**src/rtl/hsl2rgb_pkg.sv**
```systemverilog
`timescale 1ns / 1ps
`default_nettype none

package hsl2rgb_pkg;

    // number of color channels and their lane order
    localparam int NUM_CH   = 3;
    localparam int CH_RED   = 0;
    localparam int CH_GREEN = 1;
    localparam int CH_BLUE  = 2;

    // 1.0 in the Q1.16 input format
    localparam logic [16:0] IN_ONE = 17'h10000;

    // segment of the hue ramp that a channel falls in
    typedef enum logic [1:0] {
        REGION_RISE = 2'd0,
        REGION_TOP  = 2'd1,
        REGION_FALL = 2'd2,
        REGION_BASE = 2'd3
    } hsl2rgb_region_t;

    // per-stage load enables from the pipeline control
    typedef struct packed {
        logic s1;
        logic s2;
        logic s3;
        logic s4;
    } hsl2rgb_stage_en_t;

endpackage

`default_nettype wire

```
**src/rtl/hsl_to_rgb_converter_top.sv**
```systemverilog
`timescale 1ns / 1ps
`default_nettype none

// HSL to 8-bit RGB converter. Hue is an unsigned Q0.16 fraction of a turn;
// saturation and lightness are unsigned Q1.16 (65536 = 1.0, larger values
// clamp to 1.0). Each channel is the standard piecewise hue ramp scaled by
// 255, truncated and clipped to a byte; zero saturation gives grey. The
// block takes one color every clock cycle while s_ready is high and passes
// it through a four-stage pipeline (rescale and l*s, p/q and ramp segment,
// ramp multiply, scale to byte). A stall on m_ready holds each stage in
// place and empty stages still fill, so s_ready stays high until all four
// stages hold a color. FRAC_BITS sets the internal fraction width.
module hsl_to_rgb_converter_top #(
    parameter int FRAC_BITS = 16
) (
    input  wire logic        aclk,
    input  wire logic        aresetn,
    input  wire logic        s_valid,
    output logic             s_ready,
    input  wire logic [15:0] s_hue,
    input  wire logic [16:0] s_saturation,
    input  wire logic [16:0] s_lightness,
    output logic             m_valid,
    input  wire logic        m_ready,
    output logic [7:0]       m_red_out,
    output logic [7:0]       m_green_out,
    output logic [7:0]       m_blue_out
);
    import hsl2rgb_pkg::*;

    // pipeline valid bits and ready chain
    logic v1_reg, v2_reg, v3_reg, v4_reg;
    logic v1_next, v2_next, v3_next, v4_next;
    logic rdy1, rdy2, rdy3, rdy4;
    hsl2rgb_stage_en_t stage_en;

    always_comb begin
        rdy4 = !v4_reg || m_ready;
        rdy3 = !v3_reg || rdy4;
        rdy2 = !v2_reg || rdy3;
        rdy1 = !v1_reg || rdy2;

        stage_en.s1 = rdy1 && s_valid;
        stage_en.s2 = rdy2 && v1_reg;
        stage_en.s3 = rdy3 && v2_reg;
        stage_en.s4 = rdy4 && v3_reg;

        v1_next = rdy1 ? s_valid : v1_reg;
        v2_next = rdy2 ? v1_reg  : v2_reg;
        v3_next = rdy3 ? v2_reg  : v3_reg;
        v4_next = rdy4 ? v3_reg  : v4_reg;
    end

    always_ff @(posedge aclk) begin
        if (!aresetn) begin
            v1_reg <= 1'b0;
            v2_reg <= 1'b0;
            v3_reg <= 1'b0;
            v4_reg <= 1'b0;
        end else begin
            v1_reg <= v1_next;
            v2_reg <= v2_next;
            v3_reg <= v3_next;
            v4_reg <= v4_next;
        end
    end

    assign s_ready = rdy1;
    assign m_valid = v4_reg;

    // shared front end
    hsl2rgb_region_t             region [NUM_CH];
    logic [FRAC_BITS:0]          slope_m [NUM_CH];
    logic signed [FRAC_BITS+1:0] base_p;
    logic [FRAC_BITS:0]          span_d;

    hsl2rgb_front #(
        .FRAC_BITS (FRAC_BITS)
    ) u_front (
        .aclk       (aclk),
        .stage_en   (stage_en),
        .hue        (s_hue),
        .saturation (s_saturation),
        .lightness  (s_lightness),
        .region     (region),
        .slope_m    (slope_m),
        .base_p     (base_p),
        .span_d     (span_d)
    );

    // one ramp lane per color channel
    hsl2rgb_channel #(
        .FRAC_BITS (FRAC_BITS)
    ) u_red (
        .aclk     (aclk),
        .stage_en (stage_en),
        .region   (region[CH_RED]),
        .slope_m  (slope_m[CH_RED]),
        .base_p   (base_p),
        .span_d   (span_d),
        .chan_out (m_red_out)
    );

    hsl2rgb_channel #(
        .FRAC_BITS (FRAC_BITS)
    ) u_green (
        .aclk     (aclk),
        .stage_en (stage_en),
        .region   (region[CH_GREEN]),
        .slope_m  (slope_m[CH_GREEN]),
        .base_p   (base_p),
        .span_d   (span_d),
        .chan_out (m_green_out)
    );

    hsl2rgb_channel #(
        .FRAC_BITS (FRAC_BITS)
    ) u_blue (
        .aclk     (aclk),
        .stage_en (stage_en),
        .region   (region[CH_BLUE]),
        .slope_m  (slope_m[CH_BLUE]),
        .base_p   (base_p),
        .span_d   (span_d),
        .chan_out (m_blue_out)
    );

endmodule

`default_nettype wire

```
**src/rtl/hsl2rgb_front.sv**
```systemverilog
`timescale 1ns / 1ps
`default_nettype none

module hsl2rgb_front #(
    parameter int FRAC_BITS = 16
) (
    input  wire logic                          aclk,
    input  wire hsl2rgb_pkg::hsl2rgb_stage_en_t stage_en,
    input  wire logic [15:0]                   hue,
    input  wire logic [16:0]                   saturation,
    input  wire logic [16:0]                   lightness,
    output hsl2rgb_pkg::hsl2rgb_region_t       region [hsl2rgb_pkg::NUM_CH],
    output logic [FRAC_BITS:0]                 slope_m [hsl2rgb_pkg::NUM_CH],
    output logic signed [FRAC_BITS+1:0]        base_p,
    output logic [FRAC_BITS:0]                 span_d
);
    import hsl2rgb_pkg::*;

    localparam int UP_SHIFT   = (FRAC_BITS >= 16) ? (FRAC_BITS - 16) : 0;
    localparam int DOWN_SHIFT = (FRAC_BITS >= 16) ? 0 : (16 - FRAC_BITS);
    localparam int EXT_W      = 17 + UP_SHIFT;
    localparam int HUE_EXT_W  = 16 + UP_SHIFT;

    localparam logic [FRAC_BITS:0] FX_ONE        = {1'b1, {FRAC_BITS{1'b0}}};
    localparam logic [FRAC_BITS:0] FX_SIXTH      = (FRAC_BITS+1)'(FX_ONE / 6);
    localparam logic [FRAC_BITS:0] FX_THIRD      = (FRAC_BITS+1)'(FX_ONE / 3);
    localparam logic [FRAC_BITS:0] FX_HALF       = (FRAC_BITS+1)'(FX_ONE / 2);
    localparam logic [FRAC_BITS:0] FX_TWO_THIRDS = (FRAC_BITS+1)'((2 * FX_ONE) / 3);
    localparam logic [FRAC_BITS:0] FX_BLUE_OFS   = FX_ONE - FX_THIRD;

    // stage 1 combinational: clamp, rescale, l*s, hue offsets
    logic [16:0]              s_clamp;
    logic [16:0]              l_clamp;
    logic [EXT_W-1:0]         s_ext;
    logic [EXT_W-1:0]         l_ext;
    logic [HUE_EXT_W-1:0]     h_ext;
    logic [FRAC_BITS:0]       s_int;
    logic [FRAC_BITS:0]       l_int;
    logic [FRAC_BITS-1:0]     h_int;
    logic [2*FRAC_BITS+1:0]   ls_prod;
    logic [FRAC_BITS-1:0]     t_next [NUM_CH];

    always_comb begin
        s_clamp = (saturation > IN_ONE) ? IN_ONE : saturation;
        l_clamp = (lightness > IN_ONE) ? IN_ONE : lightness;
        s_ext   = EXT_W'(s_clamp) << UP_SHIFT;
        l_ext   = EXT_W'(l_clamp) << UP_SHIFT;
        h_ext   = HUE_EXT_W'(hue) << UP_SHIFT;
        s_int   = (FRAC_BITS+1)'(s_ext >> DOWN_SHIFT);
        l_int   = (FRAC_BITS+1)'(l_ext >> DOWN_SHIFT);
        // hue has no integer bit; it is already a fraction of one turn
        h_int   = FRAC_BITS'(h_ext >> DOWN_SHIFT);
        ls_prod = (2*FRAC_BITS+2)'(l_int) * (2*FRAC_BITS+2)'(s_int);
        t_next[CH_RED]   = FRAC_BITS'((FRAC_BITS+1)'(h_int) + FX_THIRD);
        t_next[CH_GREEN] = h_int;
        t_next[CH_BLUE]  = FRAC_BITS'((FRAC_BITS+1)'(h_int) + FX_BLUE_OFS);
    end

    // stage 1 registers
    logic [FRAC_BITS:0]   l1_reg;
    logic [FRAC_BITS:0]   s1_reg;
    logic [FRAC_BITS:0]   ls1_reg;
    logic [FRAC_BITS-1:0] t1_reg [NUM_CH];

    always_ff @(posedge aclk) begin
        if (stage_en.s1) begin
            l1_reg  <= l_int;
            s1_reg  <= s_int;
            ls1_reg <= ls_prod[2*FRAC_BITS:FRAC_BITS];
            for (int c = 0; c < NUM_CH; c++) begin
                t1_reg[c] <= t_next[c];
            end
        end
    end

    // stage 2 combinational: p, q - p and ramp segment per channel
    logic                          low_half;
    logic                          grey;
    logic signed [FRAC_BITS+2:0]   l_s;
    logic signed [FRAC_BITS+2:0]   s_s;
    logic signed [FRAC_BITS+2:0]   ls_s;
    logic signed [FRAC_BITS+2:0]   p_wide;
    logic [FRAC_BITS:0]            s_minus_ls;
    logic [FRAC_BITS+1:0]          d_wide;
    logic signed [FRAC_BITS+1:0]   p_next;
    logic [FRAC_BITS:0]            d_next;
    hsl2rgb_region_t               region_next [NUM_CH];
    logic [FRAC_BITS:0]            m_next [NUM_CH];
    logic [FRAC_BITS:0]            t_ext;
    logic [FRAC_BITS:0]            fall_x;
    logic [FRAC_BITS+3:0]          six_x;

    always_comb begin
        low_half   = l1_reg < FX_HALF;
        grey       = s1_reg == '0;
        l_s        = signed'((FRAC_BITS+3)'(l1_reg));
        s_s        = signed'((FRAC_BITS+3)'(s1_reg));
        ls_s       = signed'((FRAC_BITS+3)'(ls1_reg));
        s_minus_ls = s1_reg - ls1_reg;
        if (low_half) begin
            p_wide = l_s - ls_s;
            d_wide = {ls1_reg, 1'b0};
        end else begin
            p_wide = l_s - s_s + ls_s;
            d_wide = {s_minus_ls, 1'b0};
        end
        // grey: the base segment returns p, so p carries lightness
        p_next = grey ? signed'((FRAC_BITS+2)'(l1_reg)) : p_wide[FRAC_BITS+1:0];
        d_next = d_wide[FRAC_BITS:0];

        for (int c = 0; c < NUM_CH; c++) begin
            t_ext  = (FRAC_BITS+1)'(t1_reg[c]);
            fall_x = FX_TWO_THIRDS - t_ext;
            six_x  = (FRAC_BITS+4)'(t_ext);
            m_next[c] = '0;
            if (grey) begin
                region_next[c] = REGION_BASE;
            end else if (t_ext < FX_SIXTH) begin
                region_next[c] = REGION_RISE;
                six_x          = (FRAC_BITS+4)'(t_ext);
                m_next[c]      = (FRAC_BITS+1)'((six_x << 2) + (six_x << 1));
            end else if (t_ext < FX_HALF) begin
                region_next[c] = REGION_TOP;
            end else if (t_ext < FX_TWO_THIRDS) begin
                region_next[c] = REGION_FALL;
                six_x          = (FRAC_BITS+4)'(fall_x);
                m_next[c]      = (FRAC_BITS+1)'((six_x << 2) + (six_x << 1));
            end else begin
                region_next[c] = REGION_BASE;
            end
        end
    end

    // stage 2 registers
    hsl2rgb_region_t             region_reg [NUM_CH];
    logic [FRAC_BITS:0]          m_reg [NUM_CH];
    logic signed [FRAC_BITS+1:0] p_reg;
    logic [FRAC_BITS:0]          d_reg;

    always_ff @(posedge aclk) begin
        if (stage_en.s2) begin
            p_reg <= p_next;
            d_reg <= d_next;
            for (int c = 0; c < NUM_CH; c++) begin
                region_reg[c] <= region_next[c];
                m_reg[c]      <= m_next[c];
            end
        end
    end

    always_comb begin
        for (int c = 0; c < NUM_CH; c++) begin
            region[c]  = region_reg[c];
            slope_m[c] = m_reg[c];
        end
    end

    assign base_p = p_reg;
    assign span_d = d_reg;

endmodule

`default_nettype wire

```
**src/rtl/hsl2rgb_channel.sv**
```systemverilog
`timescale 1ns / 1ps
`default_nettype none

module hsl2rgb_channel #(
    parameter int FRAC_BITS = 16
) (
    input  wire logic                           aclk,
    input  wire hsl2rgb_pkg::hsl2rgb_stage_en_t stage_en,
    input  wire hsl2rgb_pkg::hsl2rgb_region_t   region,
    input  wire logic [FRAC_BITS:0]             slope_m,
    input  wire logic signed [FRAC_BITS+1:0]    base_p,
    input  wire logic [FRAC_BITS:0]             span_d,
    output logic [7:0]                          chan_out
);
    import hsl2rgb_pkg::*;

    // stage 3: ramp product and segment select
    logic [2*FRAC_BITS+1:0] ramp_prod;
    logic [FRAC_BITS:0]     term_next;

    always_comb begin
        ramp_prod = (2*FRAC_BITS+2)'(span_d) * (2*FRAC_BITS+2)'(slope_m);
        unique case (region) inside
            REGION_RISE,
            REGION_FALL: term_next = ramp_prod[2*FRAC_BITS:FRAC_BITS];
            REGION_TOP:  term_next = span_d;
            default:     term_next = '0;
        endcase
    end

    logic [FRAC_BITS:0]          term_reg;
    logic signed [FRAC_BITS+1:0] p3_reg;

    always_ff @(posedge aclk) begin
        if (stage_en.s3) begin
            term_reg <= term_next;
            p3_reg   <= base_p;
        end
    end

    // stage 4: channel value, scale by 255, clip to a byte
    logic signed [FRAC_BITS+2:0] value;
    logic [FRAC_BITS+1:0]        value_u;
    logic [FRAC_BITS+9:0]        scaled;
    logic [9:0]                  chan_wide;
    logic [7:0]                  byte_next;

    always_comb begin
        value     = (FRAC_BITS+3)'(p3_reg) + signed'((FRAC_BITS+3)'(term_reg));
        value_u   = value[FRAC_BITS+1:0];
        scaled    = {value_u, 8'b0} - (FRAC_BITS+10)'(value_u);
        chan_wide = scaled[FRAC_BITS+9:FRAC_BITS];
        if (value[FRAC_BITS+2] || value == '0) begin
            byte_next = '0;
        end else if (chan_wide > 10'd255) begin
            byte_next = 8'hFF;
        end else begin
            byte_next = chan_wide[7:0];
        end
    end

    logic [7:0] chan_reg;

    always_ff @(posedge aclk) begin
        if (stage_en.s4) begin
            chan_reg <= byte_next;
        end
    end

    assign chan_out = chan_reg;

endmodule

`default_nettype wire
```
**config.mk**
```make
export PLATFORM = sky130hd
export DESIGN_NAME = hsl_to_rgb_converter_top
export DESIGN_NICKNAME = d
export VERILOG_FILES = /design/src/rtl/hsl2rgb_pkg.sv /design/src/rtl/hsl_to_rgb_converter_top.sv /design/src/rtl/hsl2rgb_front.sv /design/src/rtl/hsl2rgb_channel.sv
export SDC_FILE = /design/constraint.sdc
export NUM_CORES = 2
export LEC_CHECK = 0
export BUFFER_PORTS_ARGS = -buffer_cell sky130_fd_sc_hd__buf_2
export CORE_UTILIZATION = 40
export CTS_CLUSTER_SIZE = 20
export DETAILED_ROUTE_END_ITERATION = 16
export HOLD_SLACK_MARGIN = 0.05
export PLACE_DENSITY = 0.61
export SLEW_MARGIN = 20
export SYNTH_ARGS = -nofsm -noshare
export SYNTH_HDL_FRONTEND = slang
export SYNTH_SLANG_ARGS = --single-unit
export TNS_END_PERCENT = 20
```
**constraint.sdc**
```tcl
create_clock -name aclk -period 8.5 [get_ports aclk]
set_clock_uncertainty 0.1 [all_clocks]
set_input_delay 0.85 -clock aclk [delete_from_list [all_inputs] [get_ports aclk]]
set_output_delay 0.85 -clock aclk [all_outputs]
set_load 0.05 [all_outputs]
```
======== After elaboration in Yosys (flattened, before gate mapping) ========
Memories as Yosys holds them, arrays and structs flattened.
Cells that the tools add are included.
word-level totals
  bits in registers ....................... 183
  memory bits (writable) .................. 105
  input port bits ......................... 54
  word-level logic and storage cells ...... 130
  memories kept ........................... 3
cells by class
  add/sub/neg operators ................... 21
  $mul .................................... 4
  $lt $le $gt $ge ......................... 15
  eq/ne operators ......................... 6
  muxes and demuxes ....................... 39
  reductions and logical operators ........ 25
memories
  memory              words  width  read ports  clocked after Yosys merged registers in  write ports  RTL line              RTL
  u_front.m_reg       3      17     3           0                                        3            hsl2rgb_front.sv:136  logic [FRAC_BITS:0] m_reg [NUM_CH];
  u_front.t1_reg      3      16     3           0                                        3            hsl2rgb_front.sv:63   logic [FRAC_BITS-1:0] t1_reg [NUM_CH];
  u_front.region_reg  3      2      3           0                                        3            hsl2rgb_front.sv:135  hsl2rgb_region_t region_reg [NUM_CH];
operator list
  operator                                               number
  2-to-1 mux 17 bit                                      16
  multiplier 17 x 17 -> 33 bit                           4
  adder 17 bit                                           6
  case mux 17 bit (2 select lines)                       3
  < comparator 16 bit (second input constant)            6
  subtractor 26 x 18 -> 26 bit                           3
  adder 18 x 18 -> 19 bit                                3
  logical NOT 19 bit                                     3
  < comparator 16 x 14 -> 1 bit (second input constant)  3
  subtractor 16 bit (first input constant)               3
  subtractor 17 x 17 -> 18 bit                           2
  > comparator 17 bit (second input constant)            2
  > comparator 10 x 8 -> 1 bit (second input constant)   3
  2-to-1 mux 8 bit                                       3
  adder 18 bit                                           1
  2-to-1 mux 18 bit                                      1
  2-to-1 mux 2 bit                                       9
  logical NOT 17 bit                                     1
  < comparator 17 x 16 -> 1 bit (second input constant)  1
  adder 16 x 15 -> 16 bit (second input constant)        1
  adder 16 bit (second input constant)                   1
  subtractor 16 bit                                      1
  logical OR 1 bit                                       7
  2-to-1 mux 1 bit                                       7
  6 further kinds                                        20

======== Longest topological paths before layout ========
  depth in word-level cells ............... 8
  mapped depth ............................ 31
  mapped depth without buffers ............ 29

======== Modules after synthesis ========
Synthesis repeated with hierarchy kept, for this count alone.
second synthesis, totals
  cell total of the unflattened synthesis .. 6674
  area, all modules ....................... 60762.0 sq um
modules (own cells, without submodules)
  module                     times used  cells each  area each (sq um)  sequential area each (sq um)
  hsl2rgb_front              1           2695        24532.3            5585.4
  hsl2rgb_channel (u_green)  1           1319        12070.3            1291.2
  hsl2rgb_channel (u_red)    1           1344        12046.6            1291.2
  hsl2rgb_channel (u_blue)   1           1299        11936.4            1291.2
  hsl_to_rgb_converter_top   1           17          176.4              80.1

======== Worst setup path after synthesis ========
No wires, ideal clock.
  path type ............................... input-to-reg
  start ................................... input port m_ready
  end ..................................... register u_front.p_reg[0], in the netlist u_front.base_p[0], enable pin
  arrival ................................. 7.527 ns
  data required time ...................... 7.732 ns
  path slack .............................. 0.205 ns
  cell stages on the path ................. 3
  buffers on the path ..................... 0
  path through ............................ nor2b_1 > and2_0 > a21boi_0
RTL lines
  element               RTL line                        RTL
  start, declared       hsl_to_rgb_converter_top.sv:24  input wire logic m_ready,
  end signal, assigned  hsl2rgb_front.sv:142            p_reg <= p_next;
  end, declared         hsl2rgb_front.sv:137            logic signed [FRAC_BITS+1:0] p_reg;

======== Worst setup path in the final report ========
  start ................................... register u_front.d_reg[5], in the netlist u_front.span_d[5]
  end ..................................... register u_blue.term_reg[15], data pin
between the ends
  word-level cells in the longest chain between the ends .. 2
RTL lines
  element                           RTL line               RTL
  start, declared                   hsl2rgb_front.sv:138   logic [FRAC_BITS:0] d_reg;
  start signal, assigned            hsl2rgb_front.sv:143   d_reg <= d_next;
  multiplier 17 x 17 -> 33 bit      hsl2rgb_channel.sv:22  ramp_prod = (2*FRAC_BITS+2)'(span_d) * (2*FRAC_BITS+2)'(slope_m);
  case mux 17 bit (2 select lines)  hsl2rgb_channel.sv:23  unique case (region) inside
  via u_blue.term_next[15]          hsl2rgb_channel.sv:19  logic [FRAC_BITS:0] term_next;
  end signal, assigned              hsl2rgb_channel.sv:36  term_reg <= term_next;
  end, declared                     hsl2rgb_channel.sv:31  logic [FRAC_BITS:0] term_reg;
The timed path passes the listed nets, and every way through them passes these cells.
A chain may end at the register's enable or synchronous reset.

==> results.md <==
- Status: finished clean
- Vias/cell: 5.15
- Category of the most critical setup path: flop to flop
- Number of buffers on the longest clock path: 3
- Max-Slew Margin vs Limit: 18.7%
- Power density over cell area: 184 mW/mm²
- Hold path startpoint: u_front.base_p[9]$_DFFE_PP_
- Number of global-route vias before repair: 43918
- Clk_lat worst skew: 0.59 ns
- Initial Utilization: 40.4%
- Reg2Reg Depth: 20
- Final RePlAce weighted congestion: 0.896
- First-pass iteration count of the detailed router: 6
- Placeable core region: 0.138 mm²
- Seq/Total Area, Yosys: 15.2%
- Post-synthesis share of cell area spent on full adders, half adders and majority gates: 45.8%
- Reg clk slew, reported paths: 0.06 ns
- Maximum number of pins on one net before global-route repair: 70
- Wire length per cell: 17.8 µm
- Die Span Y: 375 µm
- Fin Hold WS: 0.318 ns
- Simple-gate portion of the synthesized area: 14.7%
- Cell count after synthesis: 6196
- End-of-flow core utilization: 43.4%
- First-pass GRT wire length: 234 mm
- Post-Syn Area per Cell: 8.98 µm²
- Cell Count, Final, Fillers Out: 8023
- Most common cell after layout, fill and taps aside: inv_1
- Endpoint of the worst hold-timing path: u_red.p3_reg[9]$_DFFE_PP_
- Number of H-tree branching levels: 2
- Global-route usage over all layers: 20.9%
- Final worst-path cycle share: 94.0%
- CP startpoint kind: flop
- Total count of hold-check failures in the final report: 0
- Count of input and output buffers: 79
- Distinct cell type count after synthesis: 82
- Number of nets in the layout: 7796
- Top FF cell, synth: edfxtp_1
- # setup viols final: 0
- Vias post-DR: 41343
- RSZ-0062 raised after global routing: false
- Worst-margin pin slew: 1.22 ns
- Top library cells by usage in the layout, fill and taps aside: 1249 x inv_1, 844 x nand2_1, 825 x fa_1
- Placed instance count: 7957
- Post-synthesis compound-gate area fraction: 9.41%
- TritonCTS clock tree: done
- Time the worst path needs with I/O delays and setup: 7.99 ns
- Cell Area, Synth: 0.0556 mm²
- Type of destination of the critical path: flop
- Post CTS Setup Buffer Count: 0
- Violation count after the first detailed-route iteration: 2341
- Number of enable flip-flop cells after synthesis: 279
- Die Footprint: 0.141 mm²
- Count of hold-fix buffers inserted at cts: 0
- Master cell of the clock root buffer: clkbuf_16
- Sinks on the clock net: 283
- Number of buffers created by CTS: 36
- Worst flop-to-flop path endpoint: u_blue.term_reg[15]$_DFFE_PP_
- Cell Int Power: 5830 µW
- GR Overflow Total: 0
- Number of gates resized after CTS: 0
- Share of total power in sequential cells: 18.8%
- Post-synthesis to final-layout area growth: 7.38%
- Net count after synthesis: 7790
- DRC errors left: 0
- CP Data Arrival Time: 8.16 ns
- Die width: 375 µm
- Cell depth of the worst min-delay path: 0
- Portion of netlist area occupied by mux cells: 0.0720%
- Max FFs per register: 48
- Register-to-Register Setup Slack: 0.51 ns
- Worst voltage drop across the vdd grid: 0.000135 V
- Peak fanout along the critical path: 18
- Synth Area in XOR/XNOR: 4.80%
- Share of synthesized registers carrying an async set or reset: 0%
- Largest family of logic cells by synthesized area: adder cells
- Reg2Reg Launch Point: u_front.span_d[5]$_DFFE_PP_
- Data required, critical path: 8.67 ns
- Fraction of power consumed by combinational cells: 66.1%
- Net switching share of the total power: 47.1%
- DPL Wire Length: 116 mm
- Total negative slack for setup checks: 0 ns
- Pins Over Slew Limit: 0
- Layout cells sized above 1: 4.72%
- Number of maximum-capacitance violations: 0
- Count of standard-cell rows: 136
- Antenna diode count: 0
- Initial antenna violation count: 0
- Clock power share: 15.1%
- Type of the tightest min-delay check: flop to flop
- Leak: 0.0288 µW
- Net load switching power: 5180 µW
- Num ports: 80
- Number of synthesized register bits: 283
- Max Clk Rate: 125 MHz
- Routed Antenna Nets: 0
- Final wirelength: 143 mm
- Warnings, synthesis: 0
==> cell families after synthesis <==
family	after synthesis
and+or+nand+nor	1773
adders and majority gates	1540
buffers and inverters	1484
AOI/OAI and AO/OA	813
xor gates and xnor gates	299
DFF	283
muxes	4
==> worst max-delay path by stage <==
stage	to	depth (start not counted)	startpoint
after global routing	u_red.term_reg[15]$_DFFE_PP_	26	u_front.span_d[5]$_DFFE_PP_
final	u_blue.term_reg[15]$_DFFE_PP_	20	u_front.span_d[5]$_DFFE_PP_
after floorplan	u_front.base_p[0]$_DFFE_PP_	3	m_ready
after CTS	u_red.term_reg[15]$_DFFE_PP_	24	u_front.span_d[5]$_DFFE_PP_
after global placement	u_front.ls1_reg[14]$_DFFE_PP_	30	s_lightness[10]
after detailed placement	u_front.ls1_reg[14]$_DFFE_PP_	30	s_lightness[10]
==> final cells by class <==
type                            instances  area (µm²)
Clock buffer                           39         912
Clock inverter                         26         358
Fill cell                           13378       77900
Inverter                             1256        4710
Multi-Input combinational cell       4429       41600
Sequential cell                       283        8460
Tap cell                             1794        2240
Timing Repair Buffer                  196        1410
==> worst max-delay path, cell delays in order (launching register included) <==
cell and delay (ns):
edfxtp_1 1.15, nand2_1 0.18, fa_1 0.52, fa_1 0.42, fa_1 0.49, inv_1 0.06
fa_1 0.56, inv_1 0.07, fa_1 0.48, inv_1 0.06, fa_1 0.47, ha_1 0.33
a2111oi_0 0.67, a32oi_1 0.32, a31oi_2 0.34, o21ai_1 0.20, a221o_1 0.39, a211o_1 0.35
a21oi_1 0.20, xor2_1 0.17, o21ai_0 0.12
==> synth_stat cells, drive strengths merged, types with 13 or more instances <==
cell type	instances	area (µm²)
a211oi	39	298
a21o	86	646
a21oi	233	1170
a22oi	14	105
a31oi	25	163
and2	296	1850
and3	32	200
clkbuf	222	835
edfxtp	279	8380
fa	825	16500
ha	715	8950
inv	1249	4690
nand2	845	3170
nand2b	13	81.3
nand3	71	355
nand3b	34	255
nand4	24	150
nor2	287	1080
nor2b	35	219
nor3	64	320
nor4	20	125
o21a	53	398
o21ai	174	871
o21bai	59	443
o31ai	22	194
or3	17	106
xnor2	196	1720
xor2	100	876
==> layer usage <==
layer	share of wire [%]	track usage, %	vias to the layer above
li1	-	-	19618
met5	0	0	-
met2	48	36.7	954
met3	4.2	1.95	207
met1	44	27.0	20564
met4	3.3	6.87	0
==> through the flow <==
stage,setup slack (ns),instance area [µm²],total power (µW)
6_report,0.507,59700,11000
5_1_grt,0.165,59700,12200
4_1_cts,0.421,59700,11100
3_5_place_dp,0.187,58400,9380
3_3_place_gp,0.200,58400,9270
2_1_floorplan,0.205,55600,7370
==> power groups by stage <==
stage	Clock, µW	Combinational [µW]	Sequential, µW
floorplan	0	5410	1960
detailed placement	0	7280	2100
global placement	0	7170	2090
global route	1760	8320	2090
finish	1660	7280	2070
CTS	1720	7360	2070
Note: power is estimated with default switching activity, not from simulation.
